File: src/rtl/ast_pkg.sv
`timescale 1ns / 1ps
// Package for the assembly source tokenizer: token kinds, character codes,
// the word passed from the front end to the back end, and classification helpers.
// No dependencies.
package ast_pkg;

  typedef enum logic [3:0] {
    KIND_UNKNOWN  = 4'd0,
    KIND_MNEMONIC = 4'd1,
    KIND_HASH     = 4'd2,
    KIND_DOLLAR   = 4'd3,
    KIND_LPAREN   = 4'd4,
    KIND_RPAREN   = 4'd5,
    KIND_BYTE     = 4'd6,
    KIND_WORD     = 4'd7,
    KIND_REGISTER = 4'd8,
    KIND_COMMA    = 4'd9,
    KIND_END      = 4'd10
  } kind_t;

  localparam logic [7:0] CH_NUL     = 8'h00;
  localparam logic [7:0] CH_TAB     = 8'h09;
  localparam logic [7:0] CH_NEWLINE = 8'h0A;
  localparam logic [7:0] CH_VTAB    = 8'h0B;
  localparam logic [7:0] CH_CR      = 8'h0D;
  localparam logic [7:0] CH_SPACE   = 8'h20;
  localparam logic [7:0] CH_HASH    = 8'h23;
  localparam logic [7:0] CH_DOLLAR  = 8'h24;
  localparam logic [7:0] CH_LPAREN  = 8'h28;
  localparam logic [7:0] CH_RPAREN  = 8'h29;
  localparam logic [7:0] CH_COMMA   = 8'h2C;

  localparam logic [2:0] RUN_MAX  = 3'd5;
  localparam logic [15:0] LINE_FIRST = 16'd1;
  localparam logic [15:0] LINE_MAX   = 16'hFFFF;

  // one queue word: an optional pending run token and an optional single token
  typedef struct packed {
    logic            run_valid;
    logic [2:0]      run_len;
    logic [3:0][7:0] run_chars;
    logic            tok_valid;
    kind_t           tok_kind;
    logic [7:0]      tok_char;
    logic [15:0]     line;
  } entry_t;

  function automatic logic is_digit(input logic [7:0] c);
    return (c >= 8'h30) && (c <= 8'h39);
  endfunction

  function automatic logic is_lower(input logic [7:0] c);
    return (c >= 8'h61) && (c <= 8'h7A);
  endfunction

  function automatic logic is_upper(input logic [7:0] c);
    return (c >= 8'h41) && (c <= 8'h5A);
  endfunction

  function automatic logic is_alnum(input logic [7:0] c);
    return is_digit(c) || is_lower(c) || is_upper(c);
  endfunction

  function automatic logic is_hex(input logic [7:0] c);
    return is_digit(c) || ((c >= 8'h61) && (c <= 8'h66)) || ((c >= 8'h41) && (c <= 8'h46));
  endfunction

  function automatic logic [3:0] hex_val(input logic [7:0] c);
    logic [3:0] v;
    v = 4'd0;
    if (is_digit(c)) begin
      v = c[3:0];
    end else if (is_hex(c)) begin
      v = 4'(c[2:0] + 3'd1) + 4'd8;
    end
    return v;
  endfunction

  function automatic logic is_space(input logic [7:0] c);
    return (c == CH_SPACE) || (c == CH_TAB) || (c == CH_VTAB) || (c == CH_CR) ||
           (c == CH_NEWLINE);
  endfunction

  function automatic logic is_reg_letter(input logic [7:0] c);
    return (c == 8'h41) || (c == 8'h61) || (c == 8'h58) || (c == 8'h78) ||
           (c == 8'h59) || (c == 8'h79);
  endfunction

endpackage

File: src/rtl/ast_fifo.sv
`timescale 1ns / 1ps
// Short word queue between the tokenizer front end and back end.
// Depends on ast_pkg (entry_t).
module ast_fifo #(
  parameter int DEPTH = 4
) (
  input  logic           clk,
  input  logic           rst_n,
  input  logic           wr_en,
  input  ast_pkg::entry_t wr_data,
  output logic           full,
  input  logic           rd_en,
  output ast_pkg::entry_t rd_data,
  output logic           empty
);

  localparam int PW = (DEPTH > 1) ? $clog2(DEPTH) : 1;
  localparam int CW = $clog2(DEPTH + 1);

  ast_pkg::entry_t mem_r [DEPTH];
  logic [PW-1:0] wr_ptr_r, wr_ptr_nxt;
  logic [PW-1:0] rd_ptr_r, rd_ptr_nxt;
  logic [CW-1:0] count_r, count_nxt;
  logic          do_wr, do_rd;

  assign full    = (count_r == CW'(DEPTH));
  assign empty   = (count_r == '0);
  assign rd_data = mem_r[rd_ptr_r];
  assign do_wr   = wr_en && !full;
  assign do_rd   = rd_en && !empty;

  always_comb begin
    wr_ptr_nxt = wr_ptr_r;
    rd_ptr_nxt = rd_ptr_r;
    count_nxt  = count_r;
    if (do_wr) begin
      wr_ptr_nxt = (wr_ptr_r == PW'(DEPTH - 1)) ? '0 : wr_ptr_r + 1'b1;
    end
    if (do_rd) begin
      rd_ptr_nxt = (rd_ptr_r == PW'(DEPTH - 1)) ? '0 : rd_ptr_r + 1'b1;
    end
    if (do_wr && !do_rd) begin
      count_nxt = count_r + 1'b1;
    end else if (do_rd && !do_wr) begin
      count_nxt = count_r - 1'b1;
    end
  end

  always_ff @(posedge clk) begin
    if (!rst_n) begin
      wr_ptr_r <= '0;
      rd_ptr_r <= '0;
      count_r  <= '0;
    end else begin
      wr_ptr_r <= wr_ptr_nxt;
      rd_ptr_r <= rd_ptr_nxt;
      count_r  <= count_nxt;
    end
  end

  always_ff @(posedge clk) begin
    if (do_wr) begin
      mem_r[wr_ptr_r] <= wr_data;
    end
  end

`ifndef SYNTH
  a_no_overflow: assert property (@(posedge clk) disable iff (!rst_n) wr_en |-> !full)
    else $error("queue write while full");
  a_no_underflow: assert property (@(posedge clk) disable iff (!rst_n) rd_en |-> !empty)
    else $error("queue read while empty");
  a_count_range: assert property (@(posedge clk) disable iff (!rst_n)
    count_r <= CW'(DEPTH))
    else $error("queue count out of range");
  a_write_lands: assert property (@(posedge clk) disable iff (!rst_n)
    (rst_n && wr_en && !rd_en) |=> !empty)
    else $error("queue write lost");
`endif

endmodule

File: src/rtl/ast_front.sv
`timescale 1ns / 1ps
// Tokenizer front end: takes characters, gathers alphanumeric runs, counts lines
// and writes one queue word per character that yields tokens. Depends on ast_pkg.
module ast_front (
  input  logic            clk,
  input  logic            rst_n,
  input  logic            push,
  input  logic [7:0]      in_char_in,
  input  logic            q_full,
  output logic            q_wr_en,
  output ast_pkg::entry_t q_wr_data
);

  logic [3:0][7:0] run_chars_r, run_chars_nxt;
  logic [2:0]      run_len_r, run_len_nxt;
  logic [15:0]     line_r, line_nxt;
  logic            accept;
  logic            alnum;
  ast_pkg::kind_t  kind;

  assign accept = push && !q_full;
  assign alnum  = ast_pkg::is_alnum(in_char_in);

  always_comb begin
    case (in_char_in)
      ast_pkg::CH_HASH:   kind = ast_pkg::KIND_HASH;
      ast_pkg::CH_DOLLAR: kind = ast_pkg::KIND_DOLLAR;
      ast_pkg::CH_LPAREN: kind = ast_pkg::KIND_LPAREN;
      ast_pkg::CH_RPAREN: kind = ast_pkg::KIND_RPAREN;
      ast_pkg::CH_COMMA:  kind = ast_pkg::KIND_COMMA;
      ast_pkg::CH_NUL:    kind = ast_pkg::KIND_END;
      default:            kind = ast_pkg::KIND_UNKNOWN;
    endcase
  end

  always_comb begin
    q_wr_data.run_valid = !alnum && (run_len_r != '0);
    q_wr_data.run_len   = run_len_r;
    q_wr_data.run_chars = run_chars_r;
    q_wr_data.tok_valid = !alnum && !ast_pkg::is_space(in_char_in);
    q_wr_data.tok_kind  = kind;
    q_wr_data.tok_char  = in_char_in;
    q_wr_data.line      = line_r;
    q_wr_en = accept && (q_wr_data.run_valid || q_wr_data.tok_valid);
  end

  always_comb begin
    run_chars_nxt = run_chars_r;
    run_len_nxt   = run_len_r;
    line_nxt      = line_r;
    if (accept) begin
      if (alnum) begin
        if (run_len_r < 3'd4) begin
          run_chars_nxt[run_len_r[1:0]] = in_char_in;
        end
        if (run_len_r < ast_pkg::RUN_MAX) begin
          run_len_nxt = run_len_r + 3'd1;
        end
      end else begin
        run_chars_nxt = '0;
        run_len_nxt   = '0;
        if (in_char_in == ast_pkg::CH_NEWLINE && line_r != ast_pkg::LINE_MAX) begin
          line_nxt = line_r + 16'd1;
        end else if (in_char_in == ast_pkg::CH_NUL) begin
          line_nxt = ast_pkg::LINE_FIRST;
        end
      end
    end
  end

  always_ff @(posedge clk) begin
    if (!rst_n) begin
      run_chars_r <= '0;
      run_len_r   <= '0;
      line_r      <= ast_pkg::LINE_FIRST;
    end else begin
      run_chars_r <= run_chars_nxt;
      run_len_r   <= run_len_nxt;
      line_r      <= line_nxt;
    end
  end

endmodule

File: src/rtl/ast_back.sv
`timescale 1ns / 1ps
// Tokenizer back end: classifies pending runs, parses hex values and emits
// tokens through a one-word output register. Depends on ast_pkg.
module ast_back (
  input  logic            clk,
  input  logic            rst_n,
  input  logic            q_empty,
  input  ast_pkg::entry_t q_rd_data,
  output logic            q_rd_en,
  output logic            empty,
  input  logic            pop,
  output logic [3:0]      out_token_kind,
  output logic [15:0]     out_token_value,
  output logic [7:0]      out_text_first,
  output logic [7:0]      out_text_second,
  output logic [7:0]      out_text_third,
  output logic [15:0]     out_line_number,
  output logic            out_last_of_run
);

  logic            valid_r;
  logic            run_done_r, run_done_nxt;
  ast_pkg::kind_t  kind_r, kind_nxt, run_kind;
  logic [15:0]     value_r, value_nxt, run_value;
  logic [7:0]      t0_r, t0_nxt, t1_r, t1_nxt, t2_r, t2_nxt;
  logic [15:0]     line_r;
  logic            last_r, last_nxt;
  logic            emit_run, adv;
  logic [3:0][7:0] rc;
  logic [2:0]      rlen;

  assign rc   = q_rd_data.run_chars;
  assign rlen = q_rd_data.run_len;

  always_comb begin
    run_kind  = ast_pkg::KIND_UNKNOWN;
    run_value = '0;
    case (rlen)
      3'd1: begin
        if (ast_pkg::is_reg_letter(rc[0])) begin
          run_kind = ast_pkg::KIND_REGISTER;
        end
      end
      3'd2: begin
        if (ast_pkg::is_hex(rc[0]) && ast_pkg::is_hex(rc[1])) begin
          run_kind  = ast_pkg::KIND_BYTE;
          run_value = {8'd0, ast_pkg::hex_val(rc[0]), ast_pkg::hex_val(rc[1])};
        end
      end
      3'd3: begin
        run_kind = ast_pkg::KIND_MNEMONIC;
      end
      3'd4: begin
        if (ast_pkg::is_hex(rc[0]) && ast_pkg::is_hex(rc[1]) &&
            ast_pkg::is_hex(rc[2]) && ast_pkg::is_hex(rc[3])) begin
          run_kind  = ast_pkg::KIND_WORD;
          run_value = {ast_pkg::hex_val(rc[0]), ast_pkg::hex_val(rc[1]),
                       ast_pkg::hex_val(rc[2]), ast_pkg::hex_val(rc[3])};
        end
      end
      default: begin
        run_kind = ast_pkg::KIND_UNKNOWN;
      end
    endcase
  end

  always_comb begin
    emit_run = q_rd_data.run_valid && !run_done_r;
    adv      = !q_empty && (!valid_r || pop);
    q_rd_en  = adv && !(emit_run && q_rd_data.tok_valid);
    if (emit_run) begin
      kind_nxt  = run_kind;
      value_nxt = run_value;
      t0_nxt    = rc[0];
      t1_nxt    = (rlen >= 3'd2) ? rc[1] : 8'd0;
      t2_nxt    = (rlen >= 3'd3) ? rc[2] : 8'd0;
      last_nxt  = !q_rd_data.tok_valid;
    end else begin
      kind_nxt  = q_rd_data.tok_kind;
      value_nxt = '0;
      t0_nxt    = q_rd_data.tok_char;
      t1_nxt    = 8'd0;
      t2_nxt    = 8'd0;
      last_nxt  = 1'b1;
    end
    run_done_nxt = run_done_r;
    if (adv) begin
      run_done_nxt = emit_run && q_rd_data.tok_valid;
    end
  end

  always_ff @(posedge clk) begin
    if (!rst_n) begin
      valid_r    <= 1'b0;
      run_done_r <= 1'b0;
    end else begin
      run_done_r <= run_done_nxt;
      if (adv) begin
        valid_r <= 1'b1;
      end else if (pop) begin
        valid_r <= 1'b0;
      end
    end
  end

  always_ff @(posedge clk) begin
    if (adv) begin
      kind_r  <= kind_nxt;
      value_r <= value_nxt;
      t0_r    <= t0_nxt;
      t1_r    <= t1_nxt;
      t2_r    <= t2_nxt;
      line_r  <= q_rd_data.line;
      last_r  <= last_nxt;
    end
  end

  assign empty           = !valid_r;
  assign out_token_kind  = kind_r;
  assign out_token_value = value_r;
  assign out_text_first  = t0_r;
  assign out_text_second = t1_r;
  assign out_text_third  = t2_r;
  assign out_line_number = line_r;
  assign out_last_of_run = last_r;

endmodule

File: src/rtl/assembly_source_tokenizer.sv
`timescale 1ns / 1ps
// Assembly source tokenizer, top level: front end, word queue, back end.
// A token reaches the result ports through the back end's output register, from the
// queue word written when its character (for a run, the one ending the run) is taken.
// Throughput: one character per cycle unless full; the back end emits one token per
// cycle unless its output is held; the queue absorbs characters that yield two tokens.
// Reset (rst_n low, synchronous): queue and output empty, run cleared, line set to 1.
module assembly_source_tokenizer #(
  parameter int QUEUE_DEPTH = 4
) (
  input  logic        clk,
  input  logic        rst_n,
  input  logic        push,
  output logic        full,
  input  logic [7:0]  in_char_in,
  output logic        empty,
  input  logic        pop,
  output logic [3:0]  out_token_kind,
  output logic [15:0] out_token_value,
  output logic [7:0]  out_text_first,
  output logic [7:0]  out_text_second,
  output logic [7:0]  out_text_third,
  output logic [15:0] out_line_number,
  output logic        out_last_of_run
);

  logic            q_wr_en, q_rd_en, q_full, q_empty;
  ast_pkg::entry_t q_wr_data, q_rd_data;

  assign full = q_full;

  ast_front u_front (
    .clk        (clk),
    .rst_n      (rst_n),
    .push       (push),
    .in_char_in (in_char_in),
    .q_full     (q_full),
    .q_wr_en    (q_wr_en),
    .q_wr_data  (q_wr_data)
  );

  ast_fifo #(
    .DEPTH (QUEUE_DEPTH)
  ) u_fifo (
    .clk     (clk),
    .rst_n   (rst_n),
    .wr_en   (q_wr_en),
    .wr_data (q_wr_data),
    .full    (q_full),
    .rd_en   (q_rd_en),
    .rd_data (q_rd_data),
    .empty   (q_empty)
  );

  ast_back u_back (
    .clk             (clk),
    .rst_n           (rst_n),
    .q_empty         (q_empty),
    .q_rd_data       (q_rd_data),
    .q_rd_en         (q_rd_en),
    .empty           (empty),
    .pop             (pop),
    .out_token_kind  (out_token_kind),
    .out_token_value (out_token_value),
    .out_text_first  (out_text_first),
    .out_text_second (out_text_second),
    .out_text_third  (out_text_third),
    .out_line_number (out_line_number),
    .out_last_of_run (out_last_of_run)
  );

endmodule

File: config.mk
export PLATFORM = sky130hd
export DESIGN_NAME = assembly_source_tokenizer
export DESIGN_NICKNAME = d
export VERILOG_FILES = /design/src/rtl/ast_pkg.sv /design/src/rtl/ast_fifo.sv /design/src/rtl/ast_front.sv /design/src/rtl/ast_back.sv /design/src/rtl/assembly_source_tokenizer.sv
export SDC_FILE = /design/constraint.sdc
export NUM_CORES = 1
export LEC_CHECK = 0
export BUFFER_PORTS_ARGS = -buffer_cell sky130_fd_sc_hd__buf_2
export CAP_MARGIN = 25
export CORE_ASPECT_RATIO = 0.5
export CORE_MARGIN = 1
export CORE_UTILIZATION = 40
export CTS_BUF_LIST = sky130_fd_sc_hd__clkbuf_4 sky130_fd_sc_hd__clkbuf_8
export CTS_CLUSTER_DIAMETER = 50
export DETAILED_ROUTE_END_ITERATION = 10
export PLACE_DENSITY = 0.63
export SLEW_MARGIN = 15
export SYNTH_ARGS = -nofsm -noshare
export SYNTH_HDL_FRONTEND = slang
export SYNTH_HIERARCHICAL = 1
export SYNTH_SLANG_ARGS = --single-unit
export TNS_END_PERCENT = 1
File: constraint.sdc
create_clock -name clk -period 6.5 [get_ports clk]
set_input_delay 0.65 -clock clk [delete_from_list [all_inputs] [get_ports clk]]
set_output_delay 0.65 -clock clk [all_outputs]
set_load 0.02 [all_outputs]
-- Word level (Yosys, flattened, before mapping)
Memories as Yosys holds them, arrays and structs flattened. A register that Yosys moved wholly into a read port is not among the register bits.
Cells that the tools add are included.
Widths: inputs -> output; s select.
- bits in writable memories: 260
- word-level logic and storage cells: 207
- output and inout port bits: 63
- input bits: 12
- flip-flop bits (word level): 121
- memories: 1
- equal/unequal tests: 26
- magnitude comparators: 36
- $add $sub $neg: 14
- bitwise operators: 1
- muxes and demuxes: 37
- reductions and logical operators: 74
- memories (memory ; depth ; width ; rd ports ; clocked after Yosys merged registers in ; wr ports ; RTL line ; source):
    u_fifo.mem_r ; 4 ; 65 ; 1 ; 1 ; 1 ; ast_fifo.sv:20 ; ast_pkg::entry_t mem_r [DEPTH];
- operator list (operator ; count):
    $ge 8x7->1 const B ; 10
    $le 8x7->1 const B ; 10
    $mux 32 ; 2
    $eq 8x6->1 const B ; 6
    $eq 8x7->1 const B ; 6
    $mux 16 ; 3
    $ge 8x6->1 const B ; 5
    $le 8x6->1 const B ; 5
    $mux 4 ; 10
    $bwmux 32 ; 1
    $eq 8x4->1 const B ; 4
    $logic_and 1x1->1 ; 32
    $pmux 16 s2 ; 1
    $mux 8 ; 3
    $pmux 4 s6 ; 1
    $logic_or 1x1->1 ; 21
    $mux 3 ; 6
    $add 16x1->16 const B ; 1
    $add 3x1->4 const B ; 4
    $add 4x4->4 const B ; 4
    $demux 8 s2 ; 1
    $ne 16x16->1 const B ; 1
    $pmux 4 s4 ; 1
    $logic_not 1->1 ; 10
    other kinds (21) ; 40

-- Logic depth before layout (Yosys ltp)
Gate-level depths: netlist of the first run.
- depth in word-level cells: 14
- depth in mapped cells: 15
- depth with buffers taken out: 12

-- By module
The synthesis of the first run kept the hierarchy.
- modules (own cells, without submodules) (module ; area each (µm²) ; times used ; seq. area each (µm²) ; cells an instance):
    ast_fifo ; 9899.5 ; 1 ; 7987.7 ; 390
    ast_back ; 3301.9 ; 1 ; 1871.8 ; 280
    ast_front ; 2633.8 ; 1 ; 1021.0 ; 314

-- Worst setup path after synthesis of the first run
Ideal clock, no wire load.
- path type: input port to flip-flop
- start point: input port pop
- end point: register u_fifo.count_r[2]
- buffers on the path: 0
- slack: 1.438 ns
- stages: 10
- arrival: 4.986 ns
- library setup time: 0.076 ns
- path through: nand2b_1 nor2b_1 and2_1 o31ai_1 ha_1 inv_1 fa_1 xor2_1 or3_1 a21boi_0
- cells in the longest elaborated chain, start to end: 7
- elaborated cells between the ends (all ways): 9
- RTL lines (what ; RTL line ; source):
    start, declared ; assembly_source_tokenizer.sv:17 ; input logic pop,
    $logic_or 1x1->1 * ; ast_back.sv:69 ; adv = !q_empty && (!valid_r || pop);
    $logic_and 1x1->1 * ; ast_back.sv:69 ;
    named net u_back.adv ; ast_back.sv:28 ; logic emit_run, adv;
    $logic_and 1x1->1 * ; ast_back.sv:70 ; q_rd_en = adv && !(emit_run && q_rd_data.tok_valid);
    named net q_rd_en ; assembly_source_tokenizer.sv:27 ; logic q_wr_en, q_rd_en, q_full, q_empty;
    $logic_and 1x1->1 * ; ast_fifo.sv:30 ; assign do_rd = rd_en && !empty;
    $logic_not 1->1 ; ast_fifo.sv:42 ; if (do_wr && !do_rd) begin
    $logic_and 1x1->1 ; ast_fifo.sv:42 ;
    $mux 3 or $reduce_bool 2->1 (tied branches) ; -- ;
    end signal, assigned ; ast_fifo.sv:57 ; count_r <= count_nxt;
    end, declared ; ast_fifo.sv:23 ; logic [CW-1:0] count_r, count_nxt;
The timed path passes the listed nets; every way through them passes the cells marked *.
A chain may end at the register's enable or synchronous reset.

==> results.md, run 1 <==
Outcome:
- The run finished with clean final reports.

Critical path:
- For the worst setup path, the data arrival time is 4680 ps.
- The slowest stage of the critical path belongs to the cell dfxtp_4.
- The worst setup path is captured at a flop.
- The worst setup path is of the reg -> reg kind.
- Walking the worst path, the cells encountered are buf_4 > mux4_2 > nor4bb_1 > o21a_1 > nor2_4 > a2111oi_0 > buf_4 > a21o_1.
- On the worst path, the slowest cell contributes a delay of 900 ps.
- Among the stages of the critical path, the cell type that occurs most often is buf_4.
- The data required time at the worst endpoint is 6950 ps.
- The family of cells with the greatest summed delay on the critical path is compound AO/OA/AOI/OAI gates.
- Counting both buffers and inverters, the worst setup path holds a total of 2.
- The worst setup path is launched from a flop.
- In this run the worst path has a maximum fanout of 42.

STA:
- The worst slew margin relative to its limit is about a third.
- Summed over all failing endpoints, the final setup total negative slack is 0 ps.
- Setup repair after global routing left no endpoint under its margin.
- Setup violations remaining at the end of the flow were counted as 0.
- Based on the critical path, the design can be clocked at up to roughly 240 MHz.
- At the pin with the least slew margin, the transition time is 1000 ps.
- The number of max-slew violations in the final report is 0.
- The final number of hold-violating endpoints is 0.
- The final cycle utilization of the critical path is 65.1%.
- Clock skew on the completed layout was measured at around 24 ps.
- The worst path needs 4230 ps of the cycle, external delays included.

Route:
- Once detail routing completed, the nets flagged for antenna violations numbered 0.
- For this run, design rule violations remaining after detail routing come to 0.
- The sum of routed wire length over all layers is about 34 mm.
- The number of detailed-routing iterations run before antenna repair is 5.
- After detailed routing, the number of vias per cell comes to 5.48.
- The DRC marker count from the first detailed-route iteration is a little under 800.
- The total number of vias is 9103.
- The detailed-route wire length per cell is 20.6 µm.

Pwr:
- Across the VDD grid, the largest voltage drop is 265 µV.
- Sequential cells account for 45.5% of the total power.
- In this run the power spent charging and discharging nets is 2.44 mW.
- The share of total power dissipated in combinational logic is between 20% and 30%.
- The proportion of power drawn by the clock network is between 20% and 30%.
- In this run the power density over the cells is 416 nW/µm².
- The analysis attributes to cell leakage a power of 5.99 nW.
- Internal power comes to 4.99 mW.
- The switching share of total power is between 30% and 40%.

Global route:
- The number of global-route vias before repair came to 9183.
- The met2 usage is 27.3%.
- The pin count of the biggest net entering global routing is 64.
- The met1 demand-to-capacity share in global routing is between 20% and 30%.
- The total congestion overflow after global routing is 0.
- The first-pass GRT wire length is 52.9 mm.
- The combined global-route utilization of all metal layers is 17.0%.
- The number of antenna violations at the first check in global routing is 0.
- The met3 track utilization from global routing is 3.08%.
- The most heavily used metal layer in global routing is met2.

Floorplanning:
- The die span in y is 143 µm.
- The area of the placeable core is a little under 40000 µm².
- After floorplanning, the core was divided into between 50 and 60 placement rows.
- The floorplan step set the die width to 283 µm.
- Once the floorplan was initialized, standard cells occupied 40.7% of the core.
- The die covers roughly 40000 µm².
- The number of primary I/O pins is 75.

Cells and area:
- Counting the fill cells in the layout gives 3398.
- After routing the design area is 17800 µm².
- 0 antenna diodes ended up in the layout.
- The area growth from synthesis to final layout is 12.7%.
- After the last flow step, the layout net total stands at between 1000 and 1500.
- The share of final-layout standard cells stronger than drive strength 1 is a little over a quarter.

CTS:
- For the worst-skew pair, the clock arrives at the later sink with an insertion delay of about 600 ps.
- Counting along the longest clock path gives a buffer depth of 3.
- The H-tree was split into 2 levels.
- The number of hold buffers added after cts is 0.
- For this design, the sink count on the clock tree is between 300 and 400.
- TritonCTS built the clock tree.
- The number of instances resized during post-cts repair is 0.
- After clock tree synthesis, the setup repair step added 0 buffers.
- The buffer type at the clock tree root is clkbuf_8.
- Counting the buffers created by CTS gives 56.
- The clock-pin slew on the worst setup and hold paths is approximately 60 ps.

Worst hold path:
- The class of the tightest hold or removal check is in -> reg.
- The startpoint identified for the worst hold timing path is in_char_in[7].

Synth:
- Summing the sequential cell areas from Yosys gives 68.7% of the chip area.
- The number of nets handed over by synthesis was approximately 1000.
- In the post-synthesis netlist, the cell with the most instances is edfxtp_1.
- Ranked by total cell area, the synthesized netlist is headed by edfxtp_1 (61%), mux4_2 (9.2%), dfxtp_1 (7.8%).
- After technology mapping, the gate count stands at roughly 1000.
- The fraction of registers with async set or reset after synthesis is 0%.
- The synthesized netlist contains 90 unique library cells.
- In this run, synthesis produced a sequential element count of 383.
- The post-synthesis instance area is 15800 µm².
- Summed over its instances, the top area cell type makes up 60.9% of the synthesized netlist area.
- The number of enable flip-flop cells after synthesis is between 300 and 400.
- The post-synthesis area per instance is around 16 µm².
- For this run, the leading register cell type out of synthesis is edfxtp_1.
- Summed over all instances, the cell type with the most area after synthesis is edfxtp_1.
- After synthesis, the most frequently instantiated cells are edfxtp_1 (321), mux4_2 (65), dfxtp_1 (62).
- The total number of yosys warnings is 6.

Placed design:
- The placed instances occupy a cell area of between 15000 and 20000 µm².
- The half-perimeter wire length after placement is 22.1 mm.
- The final weighted congestion in routability-driven placement is 0.888.
- The count of buffers from port buffering is 74.

Run:
- The max-cap violation count is 0.
[worst register-to-register path: cells and delay by family (launching register included)]
| kind | cells | cell delay (ps) |
|---|---|---|
| AOI/OAI and AO/OA | 3 | 1240 |
| buffers and inverters | 2 | 820 |
| DFF | 1 | 900 |
| muxes | 1 | 450 |
| and+or+nand+nor | 2 | 660 |
[final timing paths]
path         cells past startpoint                  endpoint  slack (ps)
max reg2reg                      8  u_back/out_token_kind[1]        2270
min                              1       u_fifo/mem_r[3][23]         350
max                              8  u_back/out_token_kind[1]        2270
min reg2reg                      2     u_front/q_wr_data[34]         510
[metal layers]
metal | vias to the layer above | share of wire, %
met5 | - | 0
li1 | 4108 | -
met1 | 4630 | 46
met4 | 0 | 1.7
met3 | 47 | 6.0
met2 | 318 | 47
[cells by family (layout without fill, tap and decap cells)]
group | count (synthesis) | after routing | synth area share, %
fa+ha+maj | 26 | 26 | 2.10
flops | 383 | 383 | 68.7
compound gates | 169 | 169 | 7.90
xor+xnor | 4 | 4 | 0.221
simple gates | 254 | 254 | 8.63
mux | 71 | 71 | 9.63
buf+inv | 77 | 225 | 2.80
[stage by stage]
stage / setup WS, ps / utilization (%) / std cells / hold WS [ps] / power (mW)
finish: 2270 / 45.9 / 1662 / 354 / 7.43
global route: 2050 / 45.9 / 1662 / 318 / 7.81
CTS: 2230 / 45.8 / 1658 / 308 / 7.51
detailed placement: 1720 / 42.8 / 1553 / 501 / 5.54
global placement: 1910 / 42.8 / 1552 / 478 / 5.47
floorplan: 1440 / - / 984 / 452 / 4.93
[registers in the layout, summed over array words and instances (netlist names), named ones only]
name	count
u_back/out_token_value	16
u_fifo/rd_ptr_r	2
u_back/out_text_first	8
u_fifo/count_r	3
u_back/out_token_kind	4
u_back/out_last_of_run	1
u_back/out_text_second	8
u_front/line_r	16
u_back/run_done_r	1
u_back/out_line_number	16
u_fifo/wr_ptr_r	2
u_back/valid_r	1
u_back/out_text_third	8
u_fifo/mem_r	260
u_front/q_wr_data	32
u_front/run_len_r	3
[power groups by stage]
stage / combinational [mW] / clock, mW / sequential [mW]
2_1_floorplan: 1.32 / 0 / 3.61
3_3_place_gp: 2.05 / 0 / 3.43
3_5_place_dp: 2.10 / 0 / 3.44
4_1_cts: 2.10 / 2.01 / 3.40
5_1_grt: 2.26 / 2.11 / 3.44
6_report: 2.09 / 1.95 / 3.38
[placed cells by master (no fill, tap or decap), drive strengths merged, types with 5 or more instances in the layout]
cell	instances
o31ai	7
a21boi	5
clkinv	13
a31oi	10
ha	25
clkbuf	88
mux4	65
nor2	55
a211oi	5
a32oi	8
nor2b	12
and2	19
nand2b	9
or3	6
a22oi	16
nand4	12
a21oi	34
mux2i	5
a311oi	8
and3	11
buf	95
edfxtp	321
o21ai	22
inv	26
or4	6
nand2	56
dfxtp	62
nor3	24
nand3	17
a21o	6
[cell type report]
type	instances	area (µm²)	area share (%)
clock buffers	86	1030	5.76
clock inverters	19	129	0.722
inverters	23	86.3	0.484
multi-input cells	524	4520	25.3
flip-flops and latches	383	10900	61.0
well taps	530	663	3.72
repair buffers	97	533	2.99
No activity file was read; power rests on OpenSTA's default activity.
==> run 2: changes to the inputs <==
--- a/config.mk
+++ b/config.mk
@@ -13,7 +13,7 @@
 export CTS_BUF_LIST = sky130_fd_sc_hd__clkbuf_4 sky130_fd_sc_hd__clkbuf_8
 export CTS_CLUSTER_DIAMETER = 50
 export DETAILED_ROUTE_END_ITERATION = 10
-export PLACE_DENSITY = 0.63
+export PLACE_DENSITY = 0.65
 export SLEW_MARGIN = 15
 export SYNTH_ARGS = -nofsm -noshare
 export SYNTH_HDL_FRONTEND = slang
==> constraint.sdc (replaced) <==
create_clock -name clk -period 3.8 [get_ports clk]
set_input_delay 0.38 -clock clk [delete_from_list [all_inputs] [get_ports clk]]
set_output_delay 0.38 -clock clk [all_outputs]
set_load 0.02 [all_outputs]
==> results.md, run 2 (synthesized netlist as in run 1, its figures left out) <==
Outcome:
- The flow ran to the end, and the final reports show no timing, DRC or antenna violations.

Route:
- The DRC marker count from the first detailed-route iteration is ~650.
- The sum of routed wire length over all layers is around 34 mm.
- After detailed routing, the number of remaining DRC violations is 0.
- Dividing the detail-routed via count by the number of cells gives 5.43.
- The detailed-route wire length per cell is 20.6 µm.
- Before antenna repair, the detailed router went through 5 iterations.
- The total number of vias is 9086.
- In this run the remaining antenna-violating nets after routing total 0.

STA:
- The final number of hold-violating endpoints is 0.
- The slew at the pin closest to its max-slew limit is 968 ps.
- Based on the critical path, the design can be clocked at up to 288 MHz.
- Across all setup checks in the final design, the least slack found is ~320 ps.
- The worst slew margin relative to its limit is 34.9%.
- The worst clock skew is between 20 and 25 ps.
- Setup repair after global routing left no endpoint under its margin.
- The final critical path takes up 91.5% of the cycle.
- Counting I/O delays and the setup requirement, the final critical path takes 3480 ps.
- The number of max-slew violations in the final report is 0.
- The final number of setup-violating endpoints is 0.

CTS:
- The setup fix buffers added after clock tree synthesis is 0.
- TritonCTS built the clock tree.
- The clock tree synthesis step divided the H-tree into 2 levels.
- For this design, the sink count on the clock tree is 383.
- After clock tree synthesis, the clock-pin slew on the worst setup and hold paths is around 60 ps.
- For this design, the CTS-stage hold fixing added 0 buffers.
- In this run the clock root is driven by a clkbuf_8.
- The later pin in the worst-skew pair is clocked with a latency of ~600 ps.
- The number of gates resized after CTS was 0.
- The total clock buffers created by CTS is 56.
- No sink is reached through more buffers than the 3 on the longest clock path.

Floorplanning:
- The die outline width is 283 µm.
- In this run the core area contains 51 standard-cell rows.
- The number of primary I/O pins is 75.
- Once the floorplan was initialized, standard cells occupied 40.7% of the core.
- The floorplan step defined a die boundary enclosing 40400 µm².
- The core region is 38900 µm².
- The die span in y is ~140 µm.

Run:
- The max-cap violation count is 0.

Critical path:
- The classification of the worst setup path is reg -> reg.
- The critical path goes through buf_12 > mux4_2 > or4b_1 > a211oi_2 > o21ai_0 > or4_2 > o41ai_2.
- The maximum fanout along the worst path is 21.
- STA puts the critical path data arrival time at 3900 ps.
- The biggest cell delay along the critical path is 680 ps.
- The type of destination of the critical path is a flop.
- The slack of the worst reg-to-reg path is 320 ps.
- The category of the worst setup path launch point is a flop.
- The cell with the largest stage delay on the worst path is or4_2.
- The data required time at the worst endpoint is 4220 ps.

Global route:
- The number of global-route vias before repair is between 9000 and 10000.
- The combined global-route utilization of all metal layers is 17.0%.
- The first global-routing pass estimated 52.8 mm of wire.
- The number of antenna violations at the first check in global routing is 1.
- Global routing finished with a remaining overflow of 0.
- The pin count of the biggest net entering global routing is 64.

Placed design:
- The pre-CTS setup slack is around 230 ps.
- Buffers placed on the I/O ports in this run total 74.
- After legalization and detailed placement, the total HPWL measured ~22 mm.
- The final weighted congestion in routability-driven placement is 0.942.
- The number of placed cells counting well taps is about 1600.

Cells and area:
- The area growth from synthesis to final layout is 14.2%.
- At the end of the flow, the number of nets in the layout was 1134.
- Leaving out fill and tap cells, the most frequent cell in the layout is edfxtp_1.
- The share of final-layout standard cells stronger than drive strength 1 is 27.4%.
- The number of fill cells is around 3400.
- The filler-free cell count of the finished design is between 1500 and 2000.
- The register with the most flip-flops in the layout has 260 of them.
- 0 antenna diodes ended up in the layout.
- In the layout the commonest cells are edfxtp_1 (321), buf_2 (74), mux4_2 (65).
- u_fifo/mem_r holds more flip-flops than any other register.

Pwr:
- The maximum ir drop on the vdd rail is 319 µV.
- For this design the static power due to leakage is 6.12 nW.
- The total power per unit cell area is roughly 720 nW/µm².

Worst hold path:
- The path class of the tightest hold or removal check is in -> reg.
run 2: changes by cell type in the layout (fill, tap and decap cells not counted), sizes merged:
| cell | delta |
|---|---|
| buf | +13 |
| inv | -2 |
| clkbuf | -2 |
| bufinv | +3 |
run 2: worst paths after layout:
check / from / endpoint / depth (start not counted)
min reg2reg: u_front/q_wr_data[31] / u_front/q_wr_data[31] / 2
max: flop / u_back/out_token_value[2] / 7
min: pop / u_back/valid_r / 3
max reg2reg: flop / u_back/out_token_value[2] / 7
run 2: per-stage QoR:
stage          hold WS [ps]  cell area (µm²)  TNS (ps)  total power [mW]  util (%)
2_1_floorplan           452            15800    -41870              8.41         -
3_3_place_gp            475            16800         0              9.54      43.3
3_5_place_dp            490            16800         0              9.63      43.3
4_1_cts                60.9            18100         0              13.2      46.5
5_1_grt                83.8            18100         0              13.7      46.5
6_report                106            18100         0              13.1      46.5
run 2: where the power goes:
group	leakage, nW	internal, mW	switching (mW)
Combinational	1.91	1.37	2.44
Sequential	3.55	5.45	0.243
Clock	0.657	2.01	1.55
run 2: layout make-up:
type                       count  area (µm²)  area share (%)
sequential                   383       10900            60.2
multi-input combinational    524        4520            25.0
clock buffer                  86        1030            5.71
timing repair buffer         108         688            3.80
tap                          530         663            3.67
clock inverter                20         206            1.14
inverter                      23        86.3           0.477
run 2: layer usage:
layer | vias up | part of all wire (%) | track usage (%)
met5 | - | 0 | 0
met4 | 0 | 2.0 | 4.95
met3 | 68 | 6.6 | 3.45
met2 | 317 | 48 | 29.1
met1 | 4560 | 44 | 22.1
li1 | 4141 | - | -
run 2: critical path: cells and delay by family (launching register included):
kind | cells | cell delay, ps
simple gates | 2 | 1270
compound gates | 3 | 660
mux | 1 | 560
flops | 1 | 540
buf+inv | 1 | 250
